## src/set_assoc_cache_random_replace_top_macros.svh

```systemverilog
// Assertion helpers for the cache block.
`ifndef SET_ASSOC_CACHE_RANDOM_REPLACE_TOP_MACROS_SVH
`define SET_ASSOC_CACHE_RANDOM_REPLACE_TOP_MACROS_SVH
`define SAC_ASSERT(label, clk, rst, prop, msg) \
  label: assert property (@(posedge clk) disable iff (rst) (prop)) else $error(msg);
`define SAC_ASSERT_RST(label, clk, prop, msg) \
  label: assert property (@(posedge clk) (prop)) else $error(msg);
`endif

```

## src/sac_pkg.sv

```systemverilog
package sac_pkg;
  localparam int MEM_ADDR_BITS = 20;
  localparam int NUM_WAYS = 8;
  localparam int NUM_SETS = 128;
  localparam int LINE_BYTES = 64;

  localparam logic OP_READ = 1'b0;
  localparam logic OP_WRITE = 1'b1;

  localparam int unsigned LFSR_SEED = 16'hACE1;
  localparam int unsigned LFSR_TAPS = 16'hB400;

  typedef struct packed {
    logic        op;
    logic [31:0] addr;
    logic [2:0]  len;
    logic [31:0] wdata;
  } req_t;

  typedef struct packed {
    logic [31:0] rdata;
    logic        h1;
    logic        h2;
    logic        crossed;
  } rsp_t;

  function automatic logic [15:0] lfsr_step(input logic [15:0] v);
    lfsr_step = v[0] ? ((v >> 1) ^ LFSR_TAPS[15:0]) : (v >> 1);
  endfunction
endpackage

```

## src/sac_front.sv

```systemverilog
module sac_front #(
  parameter int QDEPTH = 2
) (
  input  logic clk,
  input  logic rst,
  input  logic push,
  output logic full,
  input  logic operation,
  input  logic [19:0] address,
  input  logic [2:0] length,
  input  logic [31:0] write_data,
  output logic q_valid,
  input  logic q_take,
  output sac_pkg::req_t q_req
);
  import sac_pkg::*;
  localparam int CB = $clog2(QDEPTH+1);
  localparam int PB = $clog2(QDEPTH);
  req_t q [QDEPTH];
  logic [CB-1:0] cnt;
  logic [PB-1:0] rp, wp;
  logic [2:0] len_n;
  logic [31:0] a_w;
  req_t r_in;
  logic do_push, do_pop;

  always_comb begin
    len_n = (length == 3'd0) ? 3'd1 : ((length > 3'd4) ? 3'd4 : length);
    a_w = 32'(address) & 32'((33'(1) << MEM_ADDR_BITS) - 33'(1));
    r_in = '{op: operation, addr: a_w, len: len_n, wdata: write_data};
  end

  assign full = (cnt == CB'(QDEPTH));
  assign q_valid = (cnt != '0);
  assign q_req = q[rp];
  assign do_push = push && !full;
  assign do_pop = q_take && q_valid;

  always_ff @(posedge clk) begin
    if (do_push) q[wp] <= r_in;
    if (rst) begin
      cnt <= '0; rp <= '0; wp <= '0;
    end else begin
      if (do_push) wp <= (wp == PB'(QDEPTH-1)) ? '0 : wp + 1'b1;
      if (do_pop) rp <= (rp == PB'(QDEPTH-1)) ? '0 : rp + 1'b1;
      cnt <= cnt + (do_push ? 1'b1 : 1'b0) - (do_pop ? 1'b1 : 1'b0);
    end
  end
endmodule

```

## config.mk

```make
export PLATFORM = sky130hd
export DESIGN_NAME = sac_front
export DESIGN_NICKNAME = d
export VERILOG_FILES = /design/src/set_assoc_cache_random_replace_top_macros.svh /design/src/sac_pkg.sv /design/src/sac_front.sv
export SDC_FILE = /design/constraint.sdc
export NUM_CORES = 1
export LEC_CHECK = 0
export BUFFER_PORTS_ARGS = -buffer_cell sky130_fd_sc_hd__clkbuf_2
export CORE_MARGIN = 2
export CORE_UTILIZATION = 46
export DETAILED_ROUTE_END_ITERATION = 8
export PLACE_DENSITY_LB_ADDON = 0.12
export SKIP_LAST_GASP = 1
export SYNTH_ARGS = -nofsm -noshare
export SYNTH_HDL_FRONTEND = slang
export SYNTH_SLANG_ARGS = --single-unit
```

## constraint.sdc

```tcl
create_clock -name clk -period 2.34 [get_ports clk]
set_clock_uncertainty 0.15 [all_clocks]
set_input_delay 0.117 -clock clk [delete_from_list [all_inputs] [get_ports clk]]
set_output_delay 0.117 -clock clk [all_outputs]
set_load 0.1 [all_outputs]
```

==> summary.txt <==
XOR/XNOR Fraction of Synth Area -> 0.398%
WP buf/inv -> 2
Die Y -> 102 um
Clk_lat worst skew -> 0.50 ns
Sinks on Clock Net -> 117
Critical path's top delay family -> buffers and inverters
Placed cell count -> 462
Post-synthesis compound-gate area fraction -> 0.540%
CP Max Fanout -> 30
Synth cell types -> 25
Avg Synthesized Cell Area -> 20.2 um^2
DR WL/cell -> 14.1 um
NumNets Final -> 473
Slew Viols, Final -> 0
Crit path required time -> 2.07 ns
IO Port Bufs -> 117
Synthesis-to-finish area growth -> 42.6%
Crit-path slowest cell -> mux2_1
Pre-antenna DRT Iters -> 4
Final setup viols -> 0
Synth Area in Adders -> 0.569%
Yosys warns -> 0
Die ar. -> 10400 um^2
Post-synthesis register bit count -> 117
Post-cts resize count -> 0
First-pass GRT wire length -> 12000 um
Measured slew at the worst slew-check pin -> 0.561 ns
Global route overflow -> 0
Total GRT Usage -> 15.8%
Status -> finished clean
CTS root buf -> clkbuf_8
CTS Buf Count -> 17
Critical Path Start Type -> flop
CP endpoint kind -> output pin
Crit path kind -> flop to output pin
Detail Route Antenna Nets -> 0
HP Class -> primary input to flop
Num ports -> 130
CTS tree -> done
Layout cells sized above 1 -> 37.1%
Fin cells -> 552
CP Data Arrival Time -> 1.95 ns
DRC viols -> 0
Chip width -> 102 um
RSZ-0062 raised after global routing -> no
Setup tns final -> 0 ns
Main combinational cell family by area after synthesis -> multiplexers
Gp weighted congestion -> 0.711
Simple-gate share of the synthesized area -> 1.53%
Largest net degree at the start of global routing -> 34
WL final -> 7770 um
Clk slew on worst S/H paths -> 0.06 ns
DR vias -> 2502
Starting Density -> 47.4%
Post-DP HPWL -> 4690 um
Number of DRC markers in iteration 0 -> 154
Post-synthesis instance total -> 218
Post-layout min period -> 2.22 ns
Post-CTS Setup Repair Bufs -> 0
Post-synthesis sequential area ratio -> 78.7%
Max Cap Viol -> 0
Max stage delay on crit path -> 0.38 ns
Ant diodes -> 0
Clk buf depth -> 2
Vias per inst -> 4.53
Hold_buf cts -> 59
Core footprint -> 9280 um^2
Row count -> 35
# H-tree levels -> 4
Period Utilization, post-route -> 94.7%
Cell Area, Synth -> 4400 um^2
Vias in the first global route -> 2621
Fmax -> 451 MHz
Fin. Hold Viols -> 0
Slew HR -> 62.7%
Critical Path, Cell by Cell -> buf_4, mux2_1, clkbuf_2
Post-synthesis mux area share -> 14.3%
Initial antenna violation count -> 0
-- placed cells by master (no fill, tap or decap), types with 4 or more instances in the layout --
| master | count |
|---|---|
| buf_4 | 5 |
| bufinv_16 | 4 |
| clkbuf_16 | 16 |
| clkbuf_2 | 117 |
| clkinv_2 | 5 |
| conb_1 | 12 |
| dfxtp_1 | 4 |
| dlygate4sd3_1 | 59 |
| edfxtp_1 | 112 |
| mux2_1 | 56 |
-- per-layer routing --
layer / share of wire, % / GRT usage [%] / vias to the layer above
met5: 0 / 0 / -
li1: - / - / 1204
met3: 4.9 / 5.81 / 11
met4: 1.3 / 6.87 / 0
met2: 51 / 26.2 / 84
met1: 42 / 18.5 / 1203
-- path summary, 6_finish.rpt --
kind | start | endpoint | slack [ns] | cells after the start
max reg2reg | cnt[0]$_SDFF_PP0_ | wp$_SDFFE_PP0P_ | 0.48 | 5
max | flop | q_req[16] | 0.12 | 3
min | push | cnt[1]$_SDFF_PP0_ | 0.04 | 6
min reg2reg | rp$_SDFFE_PP0P_ | rp$_SDFFE_PP0P_ | 0.38 | 2
-- cells by family after synthesis --
kind of cell    after synthesis
simple gates                 12
flops                       117
buf+inv                      24
compound gates                4
mux                          56
xor+xnor                      2
fa+ha+maj                     2
other cells                   1
-- worst min-delay path, stage by stage --
cell,delay [ns]
clkbuf_2,0.10
nand2_1,0.06
ha_1,0.15
xor2_1,0.08
nor2_1,0.08
nor3_1,0.05
-- layout make-up --
type	count	area (um^2)
Sequential cell	117	3460
Fill cell	676	3010
Timing Repair Buffer	182	1230
Multi-Input combinational cell	88	810
Clock buffer	19	422
Clock inverter	12	161
Tap cell	129	161
Inverter	5	25.0
-- registers in the layout, indices dropped and copies added (netlist names), named ones only --
| register | flops |
|---|---|
| q | 112 |
| cnt | 2 |
| rp | 1 |
| wp | 1 |
-- metrics by stage --
step / instance area (um^2) / hold WS (ns) / worst slack (ns) / utilization, %
2_1_floorplan: 4450 / 0.0361 / 0.0398 / -
3_3_place_gp: 5100 / 0.156 / 0.527 / 55.0
3_5_place_dp: 5100 / 0.160 / 0.488 / 55.0
4_1_cts: 6280 / 0.0102 / 0.0682 / 67.6
5_1_grt: 6280 / 0.0818 / 0.0177 / 67.6
6_report: 6280 / 0.0358 / 0.125 / 67.6
-- synthesized netlist by cell type --
cell	number	area share, %
o21a_2	1	0.20
clkbuf_1	1	0.085
buf_4	13	2.2
and3_2	1	0.17
buf_6	4	1.0
and2_1	1	0.14
a21oi_1	2	0.23
or3_1	1	0.14
dfxtp_1	5	2.3
inv_2	1	0.085
edfxtp_1	112	76
nor2_1	3	0.26
conb_1	1	0.085
ha_1	2	0.57
inv_1	4	0.34
nand2_1	1	0.085
xor2_1	1	0.20
nand2b_2	1	0.20
nor2b_1	2	0.28
o21ai_0	1	0.11
or2_2	1	0.14
xnor2_1	1	0.20
buf_2	1	0.11
nor3_1	1	0.11
mux2_1	56	14
Power is not shown: default switching activity piles up to over one toggle a cycle in this logic, so the estimate is an artifact.
